### config.mk
export PLATFORM = sky130hd
export DESIGN_NAME = text_sanitize_latin1_utf8
export DESIGN_NICKNAME = d
export VERILOG_FILES = /design/src/design/tsl_pkg.sv /design/src/design/tsl_encode.sv /design/src/design/tsl_serializer.sv /design/src/design/text_sanitize_latin1_utf8.sv
export SDC_FILE = /design/constraint.sdc
export NUM_CORES = 1
export LEC_CHECK = 0
export ABC_AREA = 0
export BUFFER_PORTS_ARGS = -buffer_cell sky130_fd_sc_hd__buf_2
export CAP_MARGIN = 15
export CORE_MARGIN = 3
export CORE_UTILIZATION = 56
export CTS_CLUSTER_DIAMETER = 50
export CTS_CLUSTER_SIZE = 28
export DETAILED_ROUTE_END_ITERATION = 8
export PLACE_DENSITY = 0.78
export SYNTH_ARGS = -nofsm -noshare
export SYNTH_HDL_FRONTEND = slang
export SYNTH_HIERARCHICAL = 1
export SYNTH_SLANG_ARGS = --single-unit
### constraint.sdc
create_clock -name clk -period 4.54 [get_ports clk]
set_input_delay 0.227 -clock clk [delete_from_list [all_inputs] [get_ports clk]]
set_output_delay 0.227 -clock clk [all_outputs]
set_load 0.02 [all_outputs]
### src/design/tsl_pkg.sv
// ----------------------------------------------------------------------------
// Text sanitizer package
// Widths, character codes, run type and hex digit helper.
// ----------------------------------------------------------------------------
package tsl_pkg;

    localparam int CP_W      = 21;
    localparam int MAX_RUN   = 10;
    localparam int RUN_CNT_W = $clog2(MAX_RUN + 1);

    localparam logic [7:0] CHR_TAB    = 8'h09;
    localparam logic [7:0] CHR_LF     = 8'h0A;
    localparam logic [7:0] CHR_CR     = 8'h0D;
    localparam logic [7:0] CHR_BSLASH = 8'h5C;
    localparam logic [7:0] CHR_LO_U   = 8'h75;
    localparam logic [7:0] CHR_UP_U   = 8'h55;

    typedef logic [CP_W-1:0] code_point_t;

    // Bytes of one run, first byte out at index 0, plus the byte count.
    typedef struct packed {
        logic [MAX_RUN-1:0][7:0] bytes;
        logic [RUN_CNT_W-1:0]    count;
    } run_t;

    function automatic logic [7:0] hex_digit(input logic [3:0] v);
        logic [7:0] w;
        w = {4'b0000, v};
        if (v < 4'd10)
        begin
            return 8'h30 + w;
        end
        return 8'h57 + w;
    endfunction

endpackage

### src/design/tsl_encode.sv
// ----------------------------------------------------------------------------
// Text sanitizer encoder
// Turns one code point into a run of 0 to 10 output bytes.
// ----------------------------------------------------------------------------
module tsl_encode (
    input  tsl_pkg::code_point_t code_point,
    input  logic                 latin1_mode,
    input  logic                 cr_pending,
    output tsl_pkg::run_t        run,
    output logic                 cr_next
);
    import tsl_pkg::*;

    logic        is_cr;
    logic        swallow;
    logic        is_ctrl;
    logic [31:0] cp32;

    assign cp32    = {11'b0, code_point};
    assign is_cr   = (code_point == {13'b0, CHR_CR});
    assign swallow = cr_pending && (code_point == {13'b0, CHR_LF});
    assign is_ctrl = ((code_point < 21'h20) && (code_point != {13'b0, CHR_TAB})
                      && (code_point != {13'b0, CHR_LF}))
                     || ((code_point >= 21'h7F) && (code_point < 21'hA0));
    assign cr_next = is_cr;

    always_comb
    begin
        run = '0;
        priority if (is_cr)
        begin
            run.bytes[0] = CHR_LF;
            run.count    = RUN_CNT_W'(1);
        end
        else if (swallow || is_ctrl)
        begin
            run.count = '0;
        end
        else if (latin1_mode)
        begin
            priority if (code_point <= 21'hFF)
            begin
                run.bytes[0] = code_point[7:0];
                run.count    = RUN_CNT_W'(1);
            end
            else if (code_point < 21'h10000)
            begin
                run.bytes[0] = CHR_BSLASH;
                run.bytes[1] = CHR_LO_U;
                for (int i = 0; i < 4; i++)
                begin
                    run.bytes[2+i] = hex_digit(cp32[4*(3-i) +: 4]);
                end
                run.count = RUN_CNT_W'(6);
            end
            else
            begin
                run.bytes[0] = CHR_BSLASH;
                run.bytes[1] = CHR_UP_U;
                for (int i = 0; i < 8; i++)
                begin
                    run.bytes[2+i] = hex_digit(cp32[4*(7-i) +: 4]);
                end
                run.count = RUN_CNT_W'(10);
            end
        end
        else
        begin
            priority if (code_point < 21'h80)
            begin
                run.bytes[0] = code_point[7:0];
                run.count    = RUN_CNT_W'(1);
            end
            else if (code_point < 21'h800)
            begin
                run.bytes[0] = {3'b110, code_point[10:6]};
                run.bytes[1] = {2'b10, code_point[5:0]};
                run.count    = RUN_CNT_W'(2);
            end
            else if (code_point < 21'h10000)
            begin
                run.bytes[0] = {4'b1110, code_point[15:12]};
                run.bytes[1] = {2'b10, code_point[11:6]};
                run.bytes[2] = {2'b10, code_point[5:0]};
                run.count    = RUN_CNT_W'(3);
            end
            else
            begin
                run.bytes[0] = {5'b11110, code_point[20:18]};
                run.bytes[1] = {2'b10, code_point[17:12]};
                run.bytes[2] = {2'b10, code_point[11:6]};
                run.bytes[3] = {2'b10, code_point[5:0]};
                run.count    = RUN_CNT_W'(4);
            end
        end
    end

endmodule

### src/design/tsl_serializer.sv
// ----------------------------------------------------------------------------
// Text sanitizer serializer
// Holds one run and shifts it out one byte per cycle while out_ready is high.
// ----------------------------------------------------------------------------
module tsl_serializer (
    input  logic          clk,
    input  logic          rst_n,
    input  logic          load,
    input  tsl_pkg::run_t run,
    output logic          can_load,
    output logic          out_valid,
    input  logic          out_ready,
    output logic [7:0]    out_byte,
    output logic          run_last
);
    import tsl_pkg::*;

    logic [MAX_RUN-1:0][7:0] bytes_reg;
    logic [MAX_RUN-1:0][7:0] bytes_next;
    logic [RUN_CNT_W-1:0]    count_reg;
    logic [RUN_CNT_W-1:0]    count_next;
    logic                    take;

    assign out_valid = (count_reg != '0);
    assign run_last  = (count_reg == RUN_CNT_W'(1));
    assign out_byte  = bytes_reg[0];
    assign take      = out_valid && out_ready;
    assign can_load  = !out_valid || (run_last && out_ready);

    always_comb
    begin
        bytes_next = bytes_reg;
        count_next = count_reg;
        priority if (load)
        begin
            bytes_next = run.bytes;
            count_next = run.count;
        end
        else if (take)
        begin
            // advance: drop the byte just taken
            bytes_next = {8'h00, bytes_reg[MAX_RUN-1:1]};
            count_next = count_reg - RUN_CNT_W'(1);
        end
    end

    always_ff @(posedge clk or negedge rst_n)
    begin
        if (!rst_n)
        begin
            count_reg <= '0;
        end
        else
        begin
            count_reg <= count_next;
        end
    end

    always_ff @(posedge clk)
    begin
        bytes_reg <= bytes_next;
    end

endmodule

### src/design/text_sanitize_latin1_utf8.sv
// ----------------------------------------------------------------------------
// Text sanitizer, Latin-1 or UTF-8 output
// Filters control characters, folds CR/LF and re-encodes code points.
// ----------------------------------------------------------------------------
// Takes one decoded code point per input beat and emits its bytes, one per
// output beat, with run_last high on the final byte of each code point.
// A code point is encoded in the cycle it is accepted and lands in a run
// buffer of up to ten bytes; the buffer shifts out one byte per cycle while
// out_ready is high. A new code point is accepted whenever the buffer is
// empty or its last byte is taken in the same cycle, so an item holds the
// input until its last byte is taken (1 byte for plain text, 2 to 4 for
// UTF-8, 6 or 10 for Latin-1 escapes); a dropped item (control, or LF after
// CR) loads nothing and emits no beat. latin1_mode resets to 1; the user must
// write it via cfg_we/cfg_wdata only while idle; the block does not enforce it.
// ----------------------------------------------------------------------------
module text_sanitize_latin1_utf8 (
    input  logic                 clk,
    input  logic                 rst_n,
    input  logic                 cfg_we,
    input  logic                 cfg_wdata,
    input  logic                 in_valid,
    output logic                 in_ready,
    input  tsl_pkg::code_point_t code_point,
    output logic                 out_valid,
    input  logic                 out_ready,
    output logic [7:0]           out_byte,
    output logic                 run_last
);
    import tsl_pkg::*;

    logic latin1_mode_reg;
    logic cr_pending_reg;
    logic cr_next;
    logic accept;
    logic load;
    logic can_load;
    run_t run;

    // Configuration register: 1 selects Latin-1 with hex escapes.
    always_ff @(posedge clk or negedge rst_n)
    begin
        if (!rst_n)
        begin
            latin1_mode_reg <= 1'b1;
        end
        else if (cfg_we)
        begin
            latin1_mode_reg <= cfg_wdata;
        end
    end

    tsl_encode u_encode (
        .code_point  (code_point),
        .latin1_mode (latin1_mode_reg),
        .cr_pending  (cr_pending_reg),
        .run         (run),
        .cr_next     (cr_next)
    );

    assign in_ready = can_load;
    assign accept   = in_valid && in_ready;
    // Load the run buffer only for items that produce bytes.
    assign load     = accept && (run.count != '0);

    // Track whether the last accepted beat was a carriage return.
    always_ff @(posedge clk or negedge rst_n)
    begin
        if (!rst_n)
        begin
            cr_pending_reg <= 1'b0;
        end
        else if (accept)
        begin
            cr_pending_reg <= cr_next;
        end
    end

    tsl_serializer u_serializer (
        .clk       (clk),
        .rst_n     (rst_n),
        .load      (load),
        .run       (run),
        .can_load  (can_load),
        .out_valid (out_valid),
        .out_ready (out_ready),
        .out_byte  (out_byte),
        .run_last  (run_last)
    );

endmodule

==> impl_metrics.csv, run 1 <==
group,metric,value,unit
logic_synthesis,synth-simple-area-share,0.1722,
worst_setup_path,worst-path-max-fanout,80,
logic_synthesis,synth-seq-area-share,0.4488,
worst_setup_path,critPathKind,"input port to register",
detailed_routing,drt-pass1-iter-count,5,
cts,tritoncts,"built",
sta,max_freq,0.2627,GHz
detailed_routing,drc,0,
sta,drv_slew,0,
placed_design,gp_congestion,0.9623,
placed_design,portBuffers,37,
detailed_routing,first_iter_violations,401,
sta,period_share,0.8386,
logic_synthesis,ys_warn_count,6,
sta,setup_tns,0,ns
floorplan,dieArea,11410,um2
pwr,powerDensity,524.0,nW/um2
layout,fill_cells,862,
sta,finClkSkew,0.009816,ns
pwr,power.total,3.172,mW
floorplan,io_pins,38,
detailed_routing,viasPerCell,6.345,
grt,grt_pass1_vias,4165,
sta,worst_pin_slew,1.036,ns
sta,rsz0062_at_grt,"no",
logic_synthesis,synthCells,548,
logic_synthesis,synth_cell_types,67,
logic_synthesis,ys_ff_latch,86,
placed_design,place_inst,678,
layout,nets,599,
detailed_routing,wire_per_inst,21.14,um
floorplan,die_h,106.8,um
grt,grtUsageTotal,0.2637,
detailed_routing,vias,4410,
min_path,hold_class,"input port to register",
placed_design,place_hpwl,10180,um
worst_setup_path,crit_top_cell,"o21ai_0",
logic_synthesis,synth_mux_area_frac,0.1508,
logic_synthesis,synth_compound_area_frac,0.1179,
grt,grt_pass1_wl,23010,um
floorplan,chipWidth,106.8,um
status,status,"completed",
worst_setup_path,arrival,3.78,ns
pwr,peakVddDrop,301.2,uV
detailed_routing,wirelength,14690,um
grt,antenna_found_initial,0,
logic_synthesis,async_flop_share,0.06977,
layout,fin_cells,695,
detailed_routing,drtAntennaViolNets,0,
floorplan,start_util,0.5795,
layout,final_util,0.6165,
cts,clk_path_buf_depth,2,
cts,clk_pin_slew,0.09,ns
worst_setup_path,cp-end-kind,"register",
sta,slew_headroom,0.3021,
cts,post_cts_resized,0,
grt,grt_overflow_total,0,
grt,grt_max_degree,81,
logic_synthesis,synthAdderAreaFrac,0.03298,
layout,largest_register_ffs,72,
worst_setup_path,crit_family,"simple AND/OR/NAND/NOR gates",
cts,clock-sinks,86,
job,cap_violations,0,
floorplan,coreArea,9819,um2
cts,postCtsSetupBuffers,0,
logic_synthesis,syn_area_per_cell,10.38,um2
worst_setup_path,slowest_stage,"a21o_4",
worst_setup_path,crit_chain,"buf_2, nor4_2, nand4_1, o32ai_2, or2_1, o21ai_0, o21ai_0, nor4_1, nor2_4, a21o_4",
worst_setup_path,start_kind,"input port",
worst_setup_path,cp.required,4.51,ns
sta,setup_viol,0,
placed_design,dp_slack,0.4537,ns
cts,clock_latency,0.35,ns
worst_setup_path,max_stage_delay,0.77,ns
floorplan,rows,36,
layout,diodes,0,
cts,cts_buffers,9,
logic_synthesis,synth_top_family_by_area,"simple AND/OR/NAND/NOR gates",
layout,drive_gt1_frac,0.2900,
logic_synthesis,synth_edf_count,80,
sta,fin_crit,3.807,ns
logic_synthesis,synth_xor_area_frac,0.006157,
logic_synthesis,ys.flop_type,"edfxtp_1",
sta,setup_ws,0.7329,ns
pwr,power.leakage,2.310,nW
cts,root_buffer,"clkbuf_8",
cts,htreeDepth,3,
cts,cts_hold_buffers,1,
sta,final_hold_viol_count,0,
worst_setup_path,critPathBufInv,1,
layout,area_growth,6.376,%
logic_synthesis,synthesis.area,5690,um2
[synth_stat cells, types with 4 or more instances]
master	n	area [um2]
a21o_1	4	30.03
a21oi_1	33	165.2
a22oi_1	9	67.56
and2_1	9	56.30
and4_1	4	35.03
buf_2	22	110.1
buf_4	15	112.6
clkbuf_1	16	60.06
dfrtp_1	5	125.1
edfxtp_1	80	2402
ha_1	15	187.7
inv_1	18	67.56
mux2_2	74	833.3
nand2_1	44	165.2
nand2b_1	4	25.02
nor2_1	62	232.7
nor3_1	21	105.1
nor3_2	9	90.09
nor3b_1	4	30.03
o21ai_0	22	110.1
o22a_1	4	35.03
or3_1	4	25.02
xnor2_1	4	35.03
[cells in the final DEF, fill, tap and decap left out, types with 4 or more instances in the layout]
cell	count
mux2_2	74
nor3b_1	4
nand2_1	44
clkbuf_8	9
and2_1	9
nand2b_1	4
buf_2	37
dfrtp_1	5
buf_4	12
a21oi_1	33
nor3_2	9
nor3_1	21
o22a_1	4
and4_1	4
inv_1	18
conb_1	6
xnor2_1	4
edfxtp_1	80
ha_1	15
a22oi_1	9
o21ai_0	22
or3_1	4
nor2_1	61
[per-stage QoR]
stage / hold slack (ns) / cell area [um2]
3_3_place_gp: 0.05588 / 5859
4_1_cts: 0.1079 / 6053
5_1_grt: 0.1115 / 6053
3_5_place_dp: 0.05540 / 5859
2_1_floorplan: -0.06859 / 5710
6_report: 0.1243 / 6053
[cells by family (layout without fill, tap and decap cells)]
| kind of cell | after synthesis | count (layout) |
|---|---|---|
| mux | 76 | 76 |
| buf+inv | 78 | 87 |
| compound gates | 104 | 104 |
| fa+ha+maj | 15 | 15 |
| xor+xnor | 4 | 4 |
| other cells | 1 | 6 |
| simple gates | 184 | 184 |
| flops | 86 | 86 |
[worst paths after layout]
| kind | start | endpoint | slack, ns | cells after the start |
|---|---|---|---|---|
| max | code_point[19] | u_serializer/bytes_reg[19] | 0.73 | 10 |
| min | cfg_wdata | latin1_mode_reg | 0.12 | 2 |
| max reg2reg | latin1_mode_reg | u_serializer/bytes_reg[19] | 0.90 | 7 |
| min reg2reg | u_serializer/bytes_reg[46] | u_serializer/bytes_reg[38] | 0.55 | 1 |
| max in group asynchronous | rst_n | latin1_mode_reg | 4.11 | 2 |
| min in group asynchronous | rst_n | cr_pending_reg | 0.22 | 2 |
[power breakdown]
group	internal (mW)	leakage, nW	switching (mW)
combinational	0.509	1.35	0.589
sequential	1.44	0.864	0.129
clock	0.206	0.0927	0.295
total	2.16	2.31	1.01
[final cells by class]
type	instances	area (um2)	area share
Inverter	20	75.07	0.01240
Sequential cell	86	2554	0.4219
Clock inverter	7	60.06	0.009921
Multi-Input combinational cell	389	2769	0.4574
Tap cell	133	166.4	0.02749
Timing Repair Buffer	51	305.3	0.05043
Clock buffer	9	123.9	0.02046
[layer usage]
| metal | routed length [um] | vias to the layer above | global-route usage |
|---|---|---|---|
| met1 | 6204 | 2139 | 0.3686 |
| li1 | - | 1989 | - |
| met3 | 1112 | 38 | 0.04154 |
| met2 | 6931 | 244 | 0.4186 |
| met4 | 442 | 0 | 0.09498 |
| met5 | 0 | - | 0 |
Note: power is estimated with default switching activity, not from simulation.
==> inputs of run 2 (changes only) <==
CORE_UTILIZATION = 57   (was 56)
PLACE_DENSITY = 0.76   (was 0.78)
clock period = 3.8 ns   (was 4.54 ns; I/O delays follow)
==> impl_metrics.csv, run 2 (same netlist as run 1, synthesis figures left out) <==
group,metric,value,unit
cts,root_buffer,"clkbuf_8",
floorplan,coreArea,9459,um2
cts,clk_path_buf_depth,2,
layout,drive_gt1_frac,0.2958,
worst_setup_path,setup.reg_to_reg.worst_slack,0.81,ns
worst_setup_path,worstRegToRegCells,8,
cts,tritoncts,"built",
sta,slew_headroom,0.4741,
worst_setup_path,worst-path-max-fanout,56,
floorplan,rows,35,
detailed_routing,drtAntennaViolNets,0,
detailed_routing,viasPerCell,6.380,
min_path,min_from,"cfg_wdata",
pwr,switching_power,1.219,mW
pwr,power_frac_comb,0.349,
floorplan,start_util,0.6016,
placed_design,place_hpwl,10130,um
grt,antenna_found_initial,0,
sta,period_share,0.8467,
worst_setup_path,cp.required,3.91,ns
sta,setup_tns,0,ns
min_path,whs_path_depth,2,
cts,clock-sinks,86,
detailed_routing,wirelength,14610,um
layout,fill_cells,787,
worst_setup_path,arrival,3.32,ns
cts,clk_pin_slew,0.09,ns
worst_setup_path,rr_endpoint,"u_serializer/bytes_reg[71]",
layout,nets,605,
placed_design,portBuffers,37,
pwr,power.leakage,2.353,nW
sta,rsz0062_at_grt,"no",
grt,grt_pass1_wl,23390,um
grt,grt_max_degree,71,
min_path,hold_end,"latin1_mode_reg",
pwr,p_clk_frac,0.171,
sta,drv_slew,0,
cts,htreeDepth,3,
status,status,"completed",
sta,setup_viol,0,
layout,largest_register_ffs,72,
worst_setup_path,critPathKind,"input port to register",
sta,fin_crit,3.217,ns
detailed_routing,drc,0,
sta,finClkSkew,0.01451,ns
layout,layout_commonest_cell,"edfxtp_1",
layout,layout_common_cells,"edfxtp_1, mux2_2, nor2_1, nand2_1, buf_2",
floorplan,io_pins,38,
grt,grt_overflow_total,0,
layout,area_growth,7.674,%
detailed_routing,drt-pass1-iter-count,5,
worst_setup_path,reg2reg_from,"latin1_mode_reg",
pwr,power.internal,2.668,mW
floorplan,dieArea,11220,um2
layout,fin_cells,697,
worst_setup_path,cp-end-kind,"register",
sta,worst_pin_slew,0.7807,ns
detailed_routing,first_iter_violations,552,
pwr,p_seq_frac,0.480,
sta,max_freq,0.3108,GHz
sta,final_hold_viol_count,0,
floorplan,die_h,105.9,um
job,cap_violations,0,
cts,clock_latency,0.36,ns
placed_design,gp_congestion,0.9550,
grt,grtUsageTotal,0.2691,
pwr,powerDensity,634.3,nW/um2
floorplan,chipWidth,105.9,um
grt,grt_pass1_vias,4313,
pwr,sw_frac_of_total,0.3136,
detailed_routing,wire_per_inst,20.97,um
cts,cts_buffers,9,
worst_setup_path,start_kind,"input port",
detailed_routing,vias,4447,
cts,post_cts_resized,0,
layout,diodes,0,
placed_design,place_inst,680,
pwr,peakVddDrop,771.6,uV
min_path,hold_class,"input port to register",
[run 2: worst max path at each step]
stage                        start                          to  slack (ns)
floorplan           code_point[13]  u_serializer/bytes_reg[10]        0.02
global placement    code_point[16]    u_serializer/out_byte[6]        0.32
detailed placement  code_point[16]    u_serializer/out_byte[6]        0.28
CTS                 code_point[16]  u_serializer/bytes_reg[60]        0.67
global route        code_point[16]    u_serializer/out_byte[4]        0.39
finish              code_point[16]  u_serializer/bytes_reg[71]        0.58
[run 2: worst max-delay path, stage by stage]
cell and delay (ns):
buf_2 0.12, inv_1 0.17, ha_1 0.21, nor4b_4 0.30, and4_1 0.29, a211oi_1 0.08
a311o_1 0.41, or3_1 0.40, nor2_1 0.17, nor4_1 0.11, nor2_4 0.17, buf_12 0.29
mux2_2 0.39
[run 2: through the flow]
stage | util | hold WS, ns | power (mW) | worst slack [ns] | instance area, um2
6_report | 0.6478 | 0.08382 | 3.886 | 0.5827 | 6127
4_1_cts | 0.6478 | 0.07154 | 3.904 | 0.6693 | 6127
3_3_place_gp | 0.6250 | 0.01902 | 3.165 | 0.3172 | 5912
5_1_grt | 0.6478 | 0.07267 | 4.101 | 0.3899 | 6127
3_5_place_dp | 0.6250 | 0.02352 | 3.237 | 0.2777 | 5912
2_1_floorplan | - | -0.1056 | 2.925 | 0.02107 | 5720
[run 2: timing repair]
item / 4_1_cts / 5_1_grt
setup buffers: 0 / 0
setup endpoints to repair: 0 / 0
endpoints found under the hold margin: 6 / 0
hold buffers: 1 / 0
[run 2: layout make-up]
| class | instances | area, um2 | share of cell area |
|---|---|---|---|
| clock buffer | 9 | 123.9 | 0.02022 |
| clock inverter | 7 | 81.33 | 0.01327 |
| inverter | 20 | 75.07 | 0.01225 |
| multi-input combinational | 389 | 2769 | 0.4519 |
| sequential | 86 | 2554 | 0.4168 |
| tap | 129 | 161.4 | 0.02634 |
| timing repair buffer | 57 | 362.8 | 0.05922 |
[run 2: routing by layer]
metal / track usage / vias up / part of all wire
met5: 0 / - / 0
met1: 0.3903 / 2136 / 0.43
met2: 0.4076 / 270 / 0.46
met3: 0.05707 / 30 / 0.094
li1: - / 2011 / -
met4: 0.08326 / 0 / 0.022
[run 2: power by group through the flow]
| stage | combinational, mW | sequential [mW] | clock [mW] |
|---|---|---|---|
| after floorplan | 1.09 | 1.83 | 0 |
| final | 1.36 | 1.87 | 0.664 |
| after global routing | 1.47 | 1.91 | 0.717 |
| after detailed placement | 1.35 | 1.89 | 0 |
| after CTS | 1.35 | 1.87 | 0.682 |
| after global placement | 1.30 | 1.87 | 0 |
